--- src/design/binomial_coefficient_assert.svh ---
// Assertion macros shared by the binomial coefficient block.
// Included by the top level; depends on nothing else.
`ifndef BINOMIAL_COEFFICIENT_ASSERT_SVH
`define BINOMIAL_COEFFICIENT_ASSERT_SVH

// Consequent must hold in the same cycle as the antecedent.
`define BCF_ASSERT_NOW(lbl, clk, rst, pre, post) \
   lbl: assert property (@(posedge clk) disable iff (rst) (pre) |-> (post)) \
      else $error("binomial_coefficient: same-cycle check failed");

// Consequent must hold in the cycle after the antecedent.
`define BCF_ASSERT_NEXT(lbl, clk, rst, pre, post) \
   lbl: assert property (@(posedge clk) disable iff (rst) (pre) |=> (post)) \
      else $error("binomial_coefficient: next-cycle check failed");

`endif

--- src/design/bcf_pkg.sv ---
// Shared widths, limits and control types of the binomial coefficient block.
// Used by all modules of the block; depends on nothing.
package bcf_pkg;

   localparam int N_W    = 6;
   localparam int COEF_W = 59;
   localparam int PROD_W = 64;
   localparam int CNT_W  = $clog2(PROD_W);

   localparam logic [N_W-1:0]    MAX_SET_SIZE = N_W'(62);
   localparam logic [COEF_W-1:0] COEF_SAT     = '1;
   localparam logic [CNT_W-1:0]  CNT_LAST     = CNT_W'(PROD_W - 1);

   // Sequencing for one serial pass of a digit cell.
   typedef struct packed {
      logic first;    // first bit of the pass: ignore the stored carry or remainder
      logic advance;  // a bit moves through the cell this cycle
   } bcf_step_ctl_type;

endpackage

--- src/design/bcf_mul_digit.sv ---
// Bit-serial multiply of a word, taken LSB first, by a narrow factor.
// Depends on bcf_pkg.
module bcf_mul_digit (
   input  logic                          clock,
   input  bcf_pkg::bcf_step_ctl_type     ctl,
   input  logic [bcf_pkg::N_W-1:0]       factor,
   input  logic                          in_bit,
   output logic                          out_bit
);
   import bcf_pkg::*;

   logic [N_W-1:0] carry_ff;
   logic [N_W-1:0] carry_in;
   logic [N_W-1:0] carry_use;
   logic [N_W:0]   sum;

   // The carry stays below the factor, so sum fits in one extra bit.
   always_comb begin
      carry_use = ctl.first ? '0 : carry_ff;
      sum       = {1'b0, carry_use} + (in_bit ? {1'b0, factor} : '0);
      out_bit   = sum[0];
      carry_in  = sum[N_W:1];
   end

   always_ff @(posedge clock) begin
      if (ctl.advance) begin
         carry_ff <= carry_in;
      end
   end

endmodule

--- src/design/bcf_div_digit.sv ---
// Restoring division of a word, taken MSB first, by a narrow divisor.
// Emits one quotient bit per cycle while ctl.advance is set. Depends on bcf_pkg.
module bcf_div_digit (
   input  logic                          clock,
   input  bcf_pkg::bcf_step_ctl_type     ctl,
   input  logic [bcf_pkg::N_W-1:0]       divisor,
   input  logic                          in_bit,
   output logic                          out_bit
);
   import bcf_pkg::*;

   logic [N_W-1:0] rem_ff;
   logic [N_W-1:0] rem_in;
   logic [N_W-1:0] rem_use;
   logic [N_W:0]   shifted;
   logic [N_W:0]   diff;

   // The remainder stays below the divisor, so shifted is below twice it.
   always_comb begin
      rem_use = ctl.first ? '0 : rem_ff;
      shifted = {rem_use, in_bit};
      diff    = shifted - {1'b0, divisor};
      out_bit = (shifted >= {1'b0, divisor});
      rem_in  = out_bit ? diff[N_W-1:0] : shifted[N_W-1:0];
   end

   always_ff @(posedge clock) begin
      if (ctl.advance) begin
         rem_ff <= rem_in;
      end
   end

endmodule

--- src/design/binomial_coefficient.sv ---
// Binomial coefficient C(n,k): control sequencer and the 64-bit work register.
// Depends on bcf_pkg, bcf_mul_digit, bcf_div_digit and the assertion header.
//
// Usage: drive req_set_size (n) and req_choose_count (k) and raise start while
// busy is low; the item is taken at that clock edge. One result follows on
// rsp_coefficient, marked by rsp_valid for exactly one cycle.
// n above 62 gives all ones; k = 0 or k = n gives 1; k > n gives 0. These
// trivial items answer in the cycle after acceptance and never raise busy.
// Otherwise the block runs m = min(k, n-k) terms of C = C*(n-i)/(i+1).
// Each term passes the 64-bit work register twice through one-bit cells:
// first through the serial multiplier, then through the serial divider.
// busy stays high while the terms run, and the next item may start in the
// cycle that carries the result. One item is in work at a time.
// Synchronous reset returns the sequencer to idle and drops rsp_valid.
// The receiver cannot stall: each result is taken in its strobe cycle.
`include "binomial_coefficient_assert.svh"

module binomial_coefficient (
   input  logic                         clock,
   input  logic                         reset,
   input  logic                         start,
   output logic                         busy,
   input  logic [bcf_pkg::N_W-1:0]      req_set_size,
   input  logic [bcf_pkg::N_W-1:0]      req_choose_count,
   output logic                         rsp_valid,
   output logic [bcf_pkg::COEF_W-1:0]   rsp_coefficient
);
   import bcf_pkg::*;

   typedef enum logic [2:0] {
      ST_IDLE = 3'b001,
      ST_MUL  = 3'b010,
      ST_DIV  = 3'b100
   } bcf_state_type;

   bcf_state_type     state_ff, state_in;
   logic [N_W-1:0]    n_ff, n_in;
   logic [N_W-1:0]    m_ff, m_in;
   logic [N_W-1:0]    i_ff, i_in;
   logic [CNT_W-1:0]  cnt_ff, cnt_in;
   logic [PROD_W-1:0] work_ff, work_in;
   logic              rsp_valid_ff, rsp_valid_in;
   logic [COEF_W-1:0] coef_ff, coef_in;

   logic              accept;
   logic [N_W-1:0]    n_minus_k;
   logic [N_W-1:0]    factor;
   logic [N_W-1:0]    divisor;
   logic [N_W-1:0]    i_next;
   logic              last_bit;
   logic              mul_bit;
   logic              div_bit;
   bcf_step_ctl_type  mul_ctl;
   bcf_step_ctl_type  div_ctl;

   assign accept    = start && (state_ff == ST_IDLE);
   assign n_minus_k = req_set_size - req_choose_count;
   assign factor    = n_ff - i_ff;
   assign i_next    = i_ff + N_W'(1);
   assign divisor   = i_next;
   assign last_bit  = (cnt_ff == CNT_LAST);

   assign mul_ctl.first   = (cnt_ff == '0);
   assign mul_ctl.advance = (state_ff == ST_MUL);
   assign div_ctl.first   = (cnt_ff == '0);
   assign div_ctl.advance = (state_ff == ST_DIV);

   bcf_mul_digit u_mul (
      .clock   (clock),
      .ctl     (mul_ctl),
      .factor  (factor),
      .in_bit  (work_ff[0]),
      .out_bit (mul_bit)
   );

   bcf_div_digit u_div (
      .clock   (clock),
      .ctl     (div_ctl),
      .divisor (divisor),
      .in_bit  (work_ff[PROD_W-1]),
      .out_bit (div_bit)
   );

   always_comb begin
      state_in     = state_ff;
      n_in         = n_ff;
      m_in         = m_ff;
      i_in         = i_ff;
      cnt_in       = cnt_ff;
      work_in      = work_ff;
      rsp_valid_in = 1'b0;
      coef_in      = coef_ff;

      unique case (state_ff)
         ST_IDLE: begin
            if (accept) begin
               n_in    = req_set_size;
               m_in    = (req_choose_count < n_minus_k) ? req_choose_count : n_minus_k;
               i_in    = '0;
               cnt_in  = '0;
               work_in = PROD_W'(1);
               if (req_set_size > MAX_SET_SIZE) begin
                  rsp_valid_in = 1'b1;
                  coef_in      = COEF_SAT;
               end else if (req_choose_count == '0 || req_choose_count == req_set_size) begin
                  rsp_valid_in = 1'b1;
                  coef_in      = COEF_W'(1);
               end else if (req_choose_count > req_set_size) begin
                  rsp_valid_in = 1'b1;
                  coef_in      = '0;
               end else begin
                  state_in = ST_MUL;
               end
            end
         end
         ST_MUL: begin
            // Product bits arrive LSB first at the top while C leaves the bottom.
            work_in = {mul_bit, work_ff[PROD_W-1:1]};
            cnt_in  = cnt_ff + CNT_W'(1);
            if (last_bit) begin
               state_in = ST_DIV;
            end
         end
         ST_DIV: begin
            // Dividend bits leave the top while quotient bits enter the bottom.
            work_in = {work_ff[PROD_W-2:0], div_bit};
            cnt_in  = cnt_ff + CNT_W'(1);
            if (last_bit) begin
               i_in = i_next;
               if (i_next == m_ff) begin
                  state_in     = ST_IDLE;
                  rsp_valid_in = 1'b1;
                  coef_in      = work_in[COEF_W-1:0];
               end else begin
                  state_in = ST_MUL;
               end
            end
         end
         default: begin
            state_in = ST_IDLE;
         end
      endcase
   end

   always_ff @(posedge clock) begin
      if (reset) begin
         state_ff     <= ST_IDLE;
         rsp_valid_ff <= 1'b0;
         cnt_ff       <= '0;
      end else begin
         state_ff     <= state_in;
         rsp_valid_ff <= rsp_valid_in;
         cnt_ff       <= cnt_in;
      end
   end

   always_ff @(posedge clock) begin
      n_ff    <= n_in;
      m_ff    <= m_in;
      i_ff    <= i_in;
      work_ff <= work_in;
      coef_ff <= coef_in;
   end

   assign busy            = (state_ff != ST_IDLE);
   assign rsp_valid       = rsp_valid_ff;
   assign rsp_coefficient = coef_ff;

   // An accepted item either answers at once or starts the serial sequence.
   `BCF_ASSERT_NEXT(a_accept_progress, clock, reset, start && !busy, busy || rsp_valid)
   // A result is only issued once the sequencer has let go of the item.
   `BCF_ASSERT_NOW(a_valid_not_busy, clock, reset, rsp_valid, !busy)
   // A finished multiply pass always hands over to the divide pass.
   `BCF_ASSERT_NEXT(a_mul_to_div, clock, reset, state_ff == ST_MUL && last_bit,
                    state_ff == ST_DIV)

endmodule
--- config.mk ---
export PLATFORM = sky130hd
export DESIGN_NAME = binomial_coefficient
export DESIGN_NICKNAME = d
export VERILOG_FILES = /design/src/design/bcf_pkg.sv /design/src/design/bcf_mul_digit.sv /design/src/design/bcf_div_digit.sv /design/src/design/binomial_coefficient.sv
export VERILOG_INCLUDE_DIRS = /design/src /design/src/design
export SDC_FILE = /design/constraint.sdc
export NUM_CORES = 1
export LEC_CHECK = 0
export BUFFER_PORTS_ARGS = -buffer_cell sky130_fd_sc_hd__clkbuf_2
export CELL_PAD_IN_SITES_DETAIL_PLACEMENT = 1
export CELL_PAD_IN_SITES_GLOBAL_PLACEMENT = 1
export CORE_MARGIN = 1.5
export CORE_UTILIZATION = 51
export DETAILED_ROUTE_END_ITERATION = 6
export GPL_TIMING_DRIVEN = 0
export PLACE_DENSITY_LB_ADDON = 0.05
export SYNTH_ARGS = -nofsm -noshare
export SYNTH_HDL_FRONTEND = slang
export SYNTH_SLANG_ARGS = --single-unit
--- constraint.sdc ---
create_clock -name clock -period 6.97 [get_ports clock]
set_input_delay 1.394 -clock clock [delete_from_list [all_inputs] [get_ports clock]]
set_output_delay 1.394 -clock clock [all_outputs]
set_load 0.05 [all_outputs]
==> results of run 1 <==
## sequential cells by signal, indices dropped and copies added, names as in the netlist
signal	count
work_ff	64
rsp_coefficient	59
cnt_ff	6
i_ff	6
m_ff	6
n_ff	6
u_div.rem_ff	6
u_mul.carry_ff	6
state_ff	3
rsp_valid	1
## metrics by stage
step	area, sq um	std cells	util, %	power (uW)
after global routing	8950	976	61.1	2640
final	8950	976	61.1	2560
after global placement	8280	941	56.5	1570
after CTS	8950	976	61.1	2570
after detailed placement	8350	944	57.0	1600
after floorplan	7680	683	-	1490
## synth_stat cells (2+ instances only)
cell      instances  area share, %
nor4_2            2           0.33
nor4_1            2           0.16
a21oi_1          21            1.4
dfxtp_1          10            2.6
nand2b_1          3           0.24
o21a_1            2           0.20
o21ai_0           6           0.39
and2_1           12           0.98
and2b_1           2           0.20
xor2_1            4           0.46
fa_1              4            1.0
buf_1             6           0.29
xnor3_1           3           0.88
o21bai_1          2           0.20
clkbuf_1         17           0.83
nand2_1         245             12
nand4_1           2           0.16
nor3b_1           3           0.29
inv_1            32            1.6
a21o_1            7           0.68
nor2_1           33            1.6
nand3_1           8           0.52
and3b_1           2           0.23
edfxtp_1        153             60
ha_1             32            5.2
a311oi_1          2           0.23
nor3_1            4           0.26
xnor2_1          15            1.7
nor2b_1           8           0.65
mux2i_1           8            1.0
o21ai_1           3           0.20
mux2_4            3           0.59
a22o_1            5           0.57
a211oi_1          2           0.20
and3_4            2           0.29
## path summary, 6_finish.rpt
| check | end | slack (ps) | depth (start not counted) |
|---|---|---|---|
| setup reg to reg | u_div.rem_ff[4]$_DFFE_PP_ | 3730 | 13 |
| hold / removal | cnt_ff[5]$_SDFFE_PP0P_ | 540 | 1 |
| setup / recovery | m_ff[5]$_DFFE_PP_ | 3060 | 11 |
| hold reg to reg | cnt_ff[5]$_SDFFE_PP0P_ | 540 | 1 |
## cell type report
cell class / instances / area (sq um) / share of cell area [%]
timing repair buffer: 77 / 430 / 4.81
multi-input combinational: 462 / 2670 / 29.8
buffer: 24 / 91.3 / 1.02
clock buffer: 18 / 429 / 4.79
tap: 184 / 230 / 2.57
sequential: 163 / 4790 / 53.5
inverter: 34 / 128 / 1.43
clock inverter: 14 / 178 / 1.98
## worst register-to-register path, stage by stage, from the launching register on
cell	delay, ps
dfxtp_1	410
inv_1	70
ha_1	210
nand2_1	120
clkbuf_1	330
nand2_1	200
inv_1	110
ha_1	250
nor2b_1	150
o21a_1	180
o21ai_1	210
a21oi_1	200
nor2_8	210
mux2_4	330
## kinds of logic after synthesis
group	share of synthesized area, %
adders and majority gates	6.26
AOI/OAI and AO/OA	4.94
muxes	1.63
and+or+nand+nor	18.6
DFF	62.4
buffers and inverters	2.85
xor gates and xnor gates	3.26
## layer usage
metal / routed length, microns / global-route usage (%) / part of all wire [%] / vias to the layer above
met4: 172 / 6.98 / 0.88 / 0
met1: 8610 / 33.5 / 44 / 2784
li1: - / - / - / 2531
met3: 594 / 4.12 / 3.0 / 14
met5: 0 / 0 / 0 / -
met2: 10200 / 46.0 / 52 / 123
## placed cells by master, fill, tap and decap left out, types with 10 or more instances in the layout
cell type and count:
a21oi_1 21, dfxtp_1 10, inv_1 31, clkbuf_16 17, clkbuf_1 18, nor2_1 33, xnor2_1 15, and2_1 12
clkbuf_2 74, edfxtp_1 153, nand2_1 245, ha_1 32
## where the power goes
part	total, uW	internal (uW)	switching, uW	leakage [uW]
Sequential	1210	1170	39.7	0.00160
Combinational	382	121	261	0.00228
Clock	975	571	404	0.000298
==> flow_summary.toml, run 1 <==
[run_status]
status = "finished with violations"
failed_checks = "DRC"

[yosys]
synth-seq-cells = 163
synth.distinct_cells = 53
async_flop_share_pct = 0
syn_area_sq_um = 7680
synthCells = 683
synth_edf_count = 153
dominantRegCellSynth = "edfxtp_1"
synth_nets = 734
synth_area_per_cell_sq_um = 11.2
ys_seq_area_share_pct = 62.4
yosysWarnings = 0

[clocking]
cts_root_buf = "clkbuf_16"
htree_num_levels = 4
cts_tree = "done"
cts_buffer_depth = 2
clk_pin_slew_worst_paths_ps = 60
ctsHoldBuffers = 0
post_cts.repair.setup_buffers = 0
insertion_delay_ps = 430
cts.sinks = 163
cts_buffers = 17
post_cts_resized = 0

[route]
routedWlPerCell_microns = 20.0
first_iter_violations = 340
drc = 3
totalWireLength_mm = 19.6
dr_total_vias = 5452
dr.pass1.iters = 7
vias_per_cell = 5.59
final_antenna_net_count = 0

[place]
gp_congestion = 0.871
port_buffers = 74
place_ws_ps = 2610
hpwlAfterDp_mm = 13.4

[finish]
diodes = 0
layout.nets = 830
fillers = 1575
area_growth_pct = 16.6
drive_gt1_share_pct = 15.0

[timing]
period_share_pct = 56.0
rsz0062_at_grt = "no"
fin_hold_ws_ps = 541
hold_viol = 0
timing.setup.tns_ps = 0
fin_crit_ps = 3910
worstMarginPinSlew_ps = 990
final.setup.worst_slack_ps = 3060
slew_headroom_pct = 34.0
fin_worst_skew_ps = 9.95
drv_slew = 0
setup_viol = 0
fmax_mhz = 256

[worst_setup_path]
cp.arrival_ps = 4050
crit_chain = "clkbuf_2 > inv_1 > ha_1 > a21o_1 > a21o_1 > a2111oi_0 > nor3b_1 > ha_1 > nand2_1 > o21ai_1 > mux2i_1"
critPathTopFamily = "compound AO/OA/AOI/OAI gates"
required_ps = 7110
startpoint = "req_choose_count[1]"
endpoint_kind = "flip-flop"
path_buf_inv = 2
path_max_fanout = 6
critPathSlowestCell = "o21ai_1"
startpoint_type = "primary input"
critical_path_class = "in -> reg"
crit_path_max_incr_delay_ps = 560
r2r-start = "cnt_ff[0]$_SDFFE_PP0P_"

[die]
coreArea_sq_um = 14600
die-area_sq_um = 15800
die_w_microns = 126
ios = 76
initial_core_util_pct = 52.4
row_count = 44
die_h_microns = 126

[grt]
overflow = 0
grt_pass1_wl_mm = 31.5
antenna_found_initial = 0
grt.total_usage_pct = 26.1
grt_max_degree = 40
grt_pass1_vias = 5876

[power]
ir_drop_mv = 0.202
p_leak_uw = 0.00418
power_density_nw_per_um2 = 286

[worst_hold_path]
hp-class = "reg -> reg"
min_from = "cnt_ff[5]$_SDFFE_PP0P_"

[job]
maxCapViolCount = 0
(Power assumes the default switching activity.)
==> run 2, diff against run 1 <==
ABC_AREA = 1   (was not set)
CORE_UTILIZATION = 42   (was 51)
clock period = 3.15 ns   (was 6.97 ns; I/O delays follow)
==> run 2 against run 1 <==
Compared with the run above:
- the flow still finishes with violations (DRC)
- sequential share of layout area down 1.1 points
- clock skew fell by 3.4 ps
- die area rose by 24%
- critical endpoint is now m_ff[3]$_DFFE_PP_
- largest power group is now combinational cells
==> flow_summary.toml, run 2 <==
[yosys]
synth.distinct_cells = 34
synth_nets = 790
synth_top_area_share_pct = 58.4
yosysMostFrequentCell = "edfxtp_1"
syn_area_sq_um = 7870
dominantRegCellSynth = "edfxtp_1"
synth-seq-cells = 163
synth_top_cells_by_area = "edfxtp_1, inv_1, ha_1"
synth_edf_count = 153
synth_top_cell_by_area = "edfxtp_1"
netlist_top_cells_count = "edfxtp_1, inv_1, nand2_1, o21ai_0, o22ai_1"
async_flop_share_pct = 0
ys_seq_area_share_pct = 60.9
synthCells = 739
yosysWarnings = 0
synth_area_per_cell_sq_um = 10.7

[clocking]
cts_root_buf = "clkbuf_16"
insertion_delay_ps = 430
htree_num_levels = 4
cts.sinks = 163
cts_buffers = 17
cts_buffer_depth = 2
ctsHoldBuffers = 0
cts_tree = "done"
clk_pin_slew_worst_paths_ps = 70

[grt]
overflow = 0
grt_max_degree = 69
grt_pass1_vias = 6045
antenna_found_initial = 0
grt_pass1_wl_mm = 31.9
grt.total_usage_pct = 20.9

[finish]
finish.utilization_pct = 50.4
final_common_cell = "edfxtp_1"
fillers = 2040
area_growth_pct = 16.2
largest_reg_flops = 64
largest-register = "work_ff"
drive_gt1_share_pct = 19.5
layout.nets = 885
final_cell_mix = "edfxtp_1, inv_1, nand2_1"
stdcell_area_sq_um = 9150
diodes = 0

[timing]
period_share_pct = 89.9
final.setup.worst_slack_ps = 319
fin_worst_skew_ps = 6.51
fmax_mhz = 353
setup_viol = 0
fin_crit_ps = 2830
fin_hold_ws_ps = 426
worstMarginPinSlew_ps = 740
hold_viol = 0
rsz0062_at_grt = "no"
slew_headroom_pct = 50.6
drv_slew = 0

[place]
gp_congestion = 0.841
port_buffers = 74
hpwlAfterDp_mm = 14.1
placed_area_sq_um = 8530
place_ws_ps = -593

[route]
routedWlPerCell_microns = 18.2
vias_per_cell = 5.33
met1_length_mm = 8.55
routed.top_layer = "met4"
wl_met3_microns = 523
final_antenna_net_count = 0
first_iter_violations = 378
dr.pass1.iters = 7
dr_total_vias = 5734
totalWireLength_mm = 19.6
drc = 9
wl_met2_mm = 10.2

[worst_setup_path]
endpoint_kind = "flip-flop"
critPathTopFamily = "adder cells"
crit_chain = "clkbuf_2 > inv_1 > ha_1 > inv_1 > fa_1 > inv_1 > nor2_1 > nor2_1 > xor2_1 > ha_1 > nand2_1 > inv_1 > o2111ai_1 > nand3_1 > buf_2 > nor2_1 > a21oi_1"
path_buf_inv = 6
ff2ff_path_depth = 15
required_ps = 3320
critical_path_class = "in -> reg"
critPathSlowestCell = "fa_1"
cp_num_cells = 17
path_max_fanout = 10
crit_path_max_incr_delay_ps = 410
cp.arrival_ps = 3000
crit_path_frequent_cell = "inv_1"
startpoint_type = "primary input"

[power]
pwr-share-clk_pct = 21.1
pwr-share-comb_pct = 41.1
switching_share_pct = 44.0
total_power_uw = 9700
power_density_nw_per_um2 = 1060
ir_drop_mv = 0.467
internal_power_uw = 5430
p_leak_uw = 0.00393
p_switching_uw = 4270
seq_power_share_pct = 37.9

[die]
row_count = 49
die_w_microns = 140
initial_core_util_pct = 43.4
coreArea_sq_um = 18100
die_h_microns = 140
ios = 76
die-area_sq_um = 19600

[job]
maxCapViolCount = 0

[worst_hold_path]
min_path_cells = 1
hp-class = "in -> reg"

[run_status]
status = "finished with violations"
failed_checks = "DRC"
[run 2: cell types whose count changed after synthesis, moves of 8 or more]
cell	delta
o21ai_0	+66
a21oi_1	+9
clkbuf_1	-9
o22ai_1	+62
nand2_2	+11
nor2b_1	-8
nand3_1	+16
buf_2	+19
and2_1	-12
xnor2_1	-12
nand2_1	-154
inv_1	+99
mux2i_1	-8
[run 2: cells by family (layout without fill, tap and decap cells)]
kind of cell,after synthesis,count (layout),synth area share (%)
fa+ha+maj,36,36,6.10
buf+inv,169,277,8.49
compound gates,172,172,12.2
simple gates,186,186,10.9
xor+xnor,13,13,1.45
flops,163,163,60.9
[run 2: worst paths after layout]
check                              start                endpoint  slack, ps
hold / removal           req_set_size[2]       n_ff[2]$_DFFE_PP_        430
setup reg to reg  cnt_ff[0]$_SDFFE_PP0P_    work_ff[0]$_DFFE_PP_        360
hold reg to reg   cnt_ff[1]$_SDFFE_PP0P_  cnt_ff[1]$_SDFFE_PP0P_        530
setup / recovery         req_set_size[0]       m_ff[3]$_DFFE_PP_        320
[run 2: final cells by class]
cell class | count | area, sq um | share of cell area (%)
sequential | 163 | 4790 | 52.4
timing repair inverter | 1 | 7.51 | 0.0821
buffer | 31 | 148 | 1.61
inverter | 138 | 526 | 5.75
timing repair buffer | 75 | 398 | 4.35
tap | 229 | 287 | 3.13
clock inverter | 14 | 146 | 1.60
clock buffer | 18 | 429 | 4.69
multi-input combinational | 407 | 2410 | 26.4
[run 2: what timing repair did]
item | CTS | global route
hold endpoints to repair | 0 | 0
resized for setup | 1 | 0
setup buffers | 0 | 0
setup endpoints to repair | 59 | 0
[run 2: stage by stage]
stage | setup TNS (ps) | std cells
after floorplan | 0 | 739
after global placement | -24220 | 1042
after detailed placement | -35030 | 1042
after CTS | 0 | 1075
after global routing | 0 | 1076
final | 0 | 1076
[run 2: power groups by stage]
stage               sequential [uW]  combinational [uW]  clock (uW)
CTS                            3690                3990        2070
global placement               3690                3840           0
global route                   3760                4340        2160
detailed placement             3750                3940           0
finish                         3670                3980        2050
floorplan                      4950                1730           0
[run 2: metal layers]
metal | GRT usage (%) | vias to the layer above
met3 | 3.21 | 25
met2 | 37.7 | 97
li1 | - | 2746
met4 | 6.65 | 0
met5 | 0 | -
met1 | 25.7 | 2866
[run 2: worst reg2reg max path, cell delays in order, from the launching register on]
cell      delay [ps]
dfxtp_1          400
inv_1             60
ha_1             190
nand3_1          140
buf_2            250
nand2_1           80
inv_1             90
ha_1             290
a21oi_1          160
nand2_1          100
a21oi_1          200
o21bai_2          90
nand2_2          150
nand2_2          120
nand2_1          130
nand2_1           80
==> run 3, diff against run 2 <==
CORE_ASPECT_RATIO = 0.75   (was not set)
CORE_UTILIZATION = 47   (was 42)
CTS_CLUSTER_SIZE = 8   (was not set)
clock period = 2.9 ns   (was 3.15 ns; I/O delays follow)
==> run 3 against run 2 <==
Compared with the run above:
- first-iteration DRC count increased by 34%
- sequential cell count unchanged
- global-route usage increased by 3.4 points
- critical endpoint is now rsp_coefficient[0]$_DFFE_PP_
- setup slack got worse by 170 ps
- the run now ends clean
- highest routed layer unchanged
- final cell count decreased by 1.2%
- sequential share of layout area decreased by 0.24 points
- routed wire length increased by 4.6%
- largest power group unchanged
- core utilization increased by 6.3 points
- clock skew increased by 5.7 ps
==> flow_summary.toml, run 3 (synthesized netlist as in run 2, its figures left out) <==
[timing]
fin_crit_ps = 2750
worstMarginPinSlew_ps = 881
setup_viol = 0
period_share_pct = 94.7
drv_slew = 0
timing.setup.tns_ps = 0
slew_headroom_pct = 41.2
fin_hold_ws_ps = 371
final.setup.worst_slack_ps = 153
fmax_mhz = 364
fin_worst_skew_ps = 12.2
hold_viol = 0

[clocking]
clk_pin_slew_worst_paths_ps = 60
insertion_delay_ps = 430
ctsHoldBuffers = 0
cts_buffers = 17
htree_num_levels = 4
cts_root_buf = "clkbuf_16"
cts_buffer_depth = 2
cts.sinks = 163
cts_tree = "done"

[finish]
final_cells = 1063
final_cell_mix = "edfxtp_1, inv_1, nand2_1"
diodes = 0
multiInputGateArea_sq_um = 2440
seq_area_sq_um = 4800
largest_reg_flops = 64
final_common_cell = "edfxtp_1"
drive_gt1_share_pct = 20.6
fillers = 1801
area_growth_pct = 16.7
layout.nets = 891
largest-register = "work_ff"

[worst_setup_path]
r2r-start = "cnt_ff[1]$_SDFFE_PP0P_"
ff2ff_path_depth = 15
crit_path_frequent_cell = "nand2_1"
endpoint_kind = "flip-flop"
startpoint_type = "flip-flop"
critPathSlowestCell = "ha_1"
crit_path_max_incr_delay_ps = 350
cp.arrival_ps = 2920
regToRegSetupSlack_ps = 150
path_max_fanout = 10
required_ps = 3080
critical_path_class = "reg -> reg"
crit_chain = "inv_1 > ha_1 > nand3_2 > buf_6 > nand2_1 > inv_1 > ha_1 > a21oi_1 > nand2_1 > a21oi_1 > o21bai_2 > nand2_2 > nand2_2 > nand2_1 > nand2_1"
reg2reg_to = "rsp_coefficient[0]$_DFFE_PP_"

[worst_hold_path]
holdPathEnd = "n_ff[3]$_DFFE_PP_"
min_path_cells = 1
min_from = "req_set_size[3]"
hp-class = "in -> reg"

[route]
vias_per_cell = 5.51
totalWireLength_mm = 20.5
dr.pass1.iters = 5
dr_total_vias = 5854
final_antenna_net_count = 0
routedWlPerCell_microns = 19.3
drc = 0
first_iter_violations = 506

[grt]
grt_pass1_vias = 6074
grt_pass1_wl_mm = 32.6
antenna_found_initial = 0
grt_max_degree = 69
overflow = 0
grt.total_usage_pct = 24.3

[die]
initial_core_util_pct = 48.5
die_h_microns = 115
coreArea_sq_um = 16200
ios = 76
die_w_microns = 152
die-area_sq_um = 17500
row_count = 40

[job]
maxCapViolCount = 0

[place]
port_buffers = 74
gp_congestion = 0.822
place_ws_ps = -821
hpwlAfterDp_mm = 14.0
placed_cells = 1023

[power]
p_leak_uw = 0.00396
power_density_nw_per_um2 = 1170
ir_drop_mv = 0.759

[run_status]
status = "finished clean"
-- run 3: timing repair --
item	CTS	global route
setup buffers	0	7
pin swaps	0	2
gates cloned	1	0
gates resized for setup	3	9
endpoints found under the setup margin	68	73
-- run 3: worst max-delay path: cells and delay by family (launching register included) --
| family | cells | cell delay (ps) |
|---|---|---|
| AO/OA/AOI/OAI | 3 | 510 |
| AND/OR/NAND/NOR | 7 | 800 |
| flip-flops | 1 | 340 |
| buffers and inverters | 3 | 340 |
| adder cells (fa/ha/maj) | 2 | 500 |
-- run 3: report_power, final --
part / internal (uW) / switching (uW) / total (uW)
clock: 1270 / 983 / 2260
combinational: 1060 / 3460 / 4510
sequential: 3700 / 301 / 4000
total: 6030 / 4740 / 10800
-- run 3: through the flow --
stage | total power [uW] | util (%) | area [sq um]
global placement | 8210 | 52.5 | 8510
finish | 10800 | 56.7 | 9190
detailed placement | 8390 | 52.5 | 8510
CTS | 10700 | 56.1 | 9100
floorplan | 7260 | - | 7880
global route | 11300 | 56.7 | 9190
-- run 3: worst max-delay path by stage --
stage / slack (ps) / end / cells past startpoint / from
after floorplan: 30 / rsp_coefficient[0]$_DFFE_PP_ / 13 / req_set_size[0]
after global placement: -690 / rsp_coefficient[56]$_DFFE_PP_ / 14 / req_set_size[0]
after detailed placement: -820 / rsp_coefficient[58]$_DFFE_PP_ / 14 / req_set_size[0]
after CTS: 20 / rsp_coefficient[0]$_DFFE_PP_ / 15 / cnt_ff[0]$_SDFFE_PP0P_
after global routing: -20 / u_mul.carry_ff[5]$_DFFE_PP_ / 14 / i_ff[0]$_SDFFCE_PN0P_
final: 150 / rsp_coefficient[0]$_DFFE_PP_ / 15 / cnt_ff[1]$_SDFFE_PP0P_
-- run 3: metal layers --
layer  vias to the layer above  share of wire, %  routed length (microns)  global-route usage (%)
met1                      2926                48                     9800                    34.3
li1                       2752                 -                        -                       -
met3                        24               4.5                      918                    5.09
met2                       152                46                     9520                    38.2
met4                         0               1.3                      271                    7.44
met5                         -                 0                        0                       0
-- run 3: area by class of cell --
class	count	share of cell area [%]
multi-input combinational	407	26.5
clock buffer	17	4.63
buffer	31	1.67
clock inverter	15	1.70
timing repair inverter	1	0.0817
inverter	138	5.73
tap	210	2.86
timing repair buffer	81	4.60
sequential	163	52.2
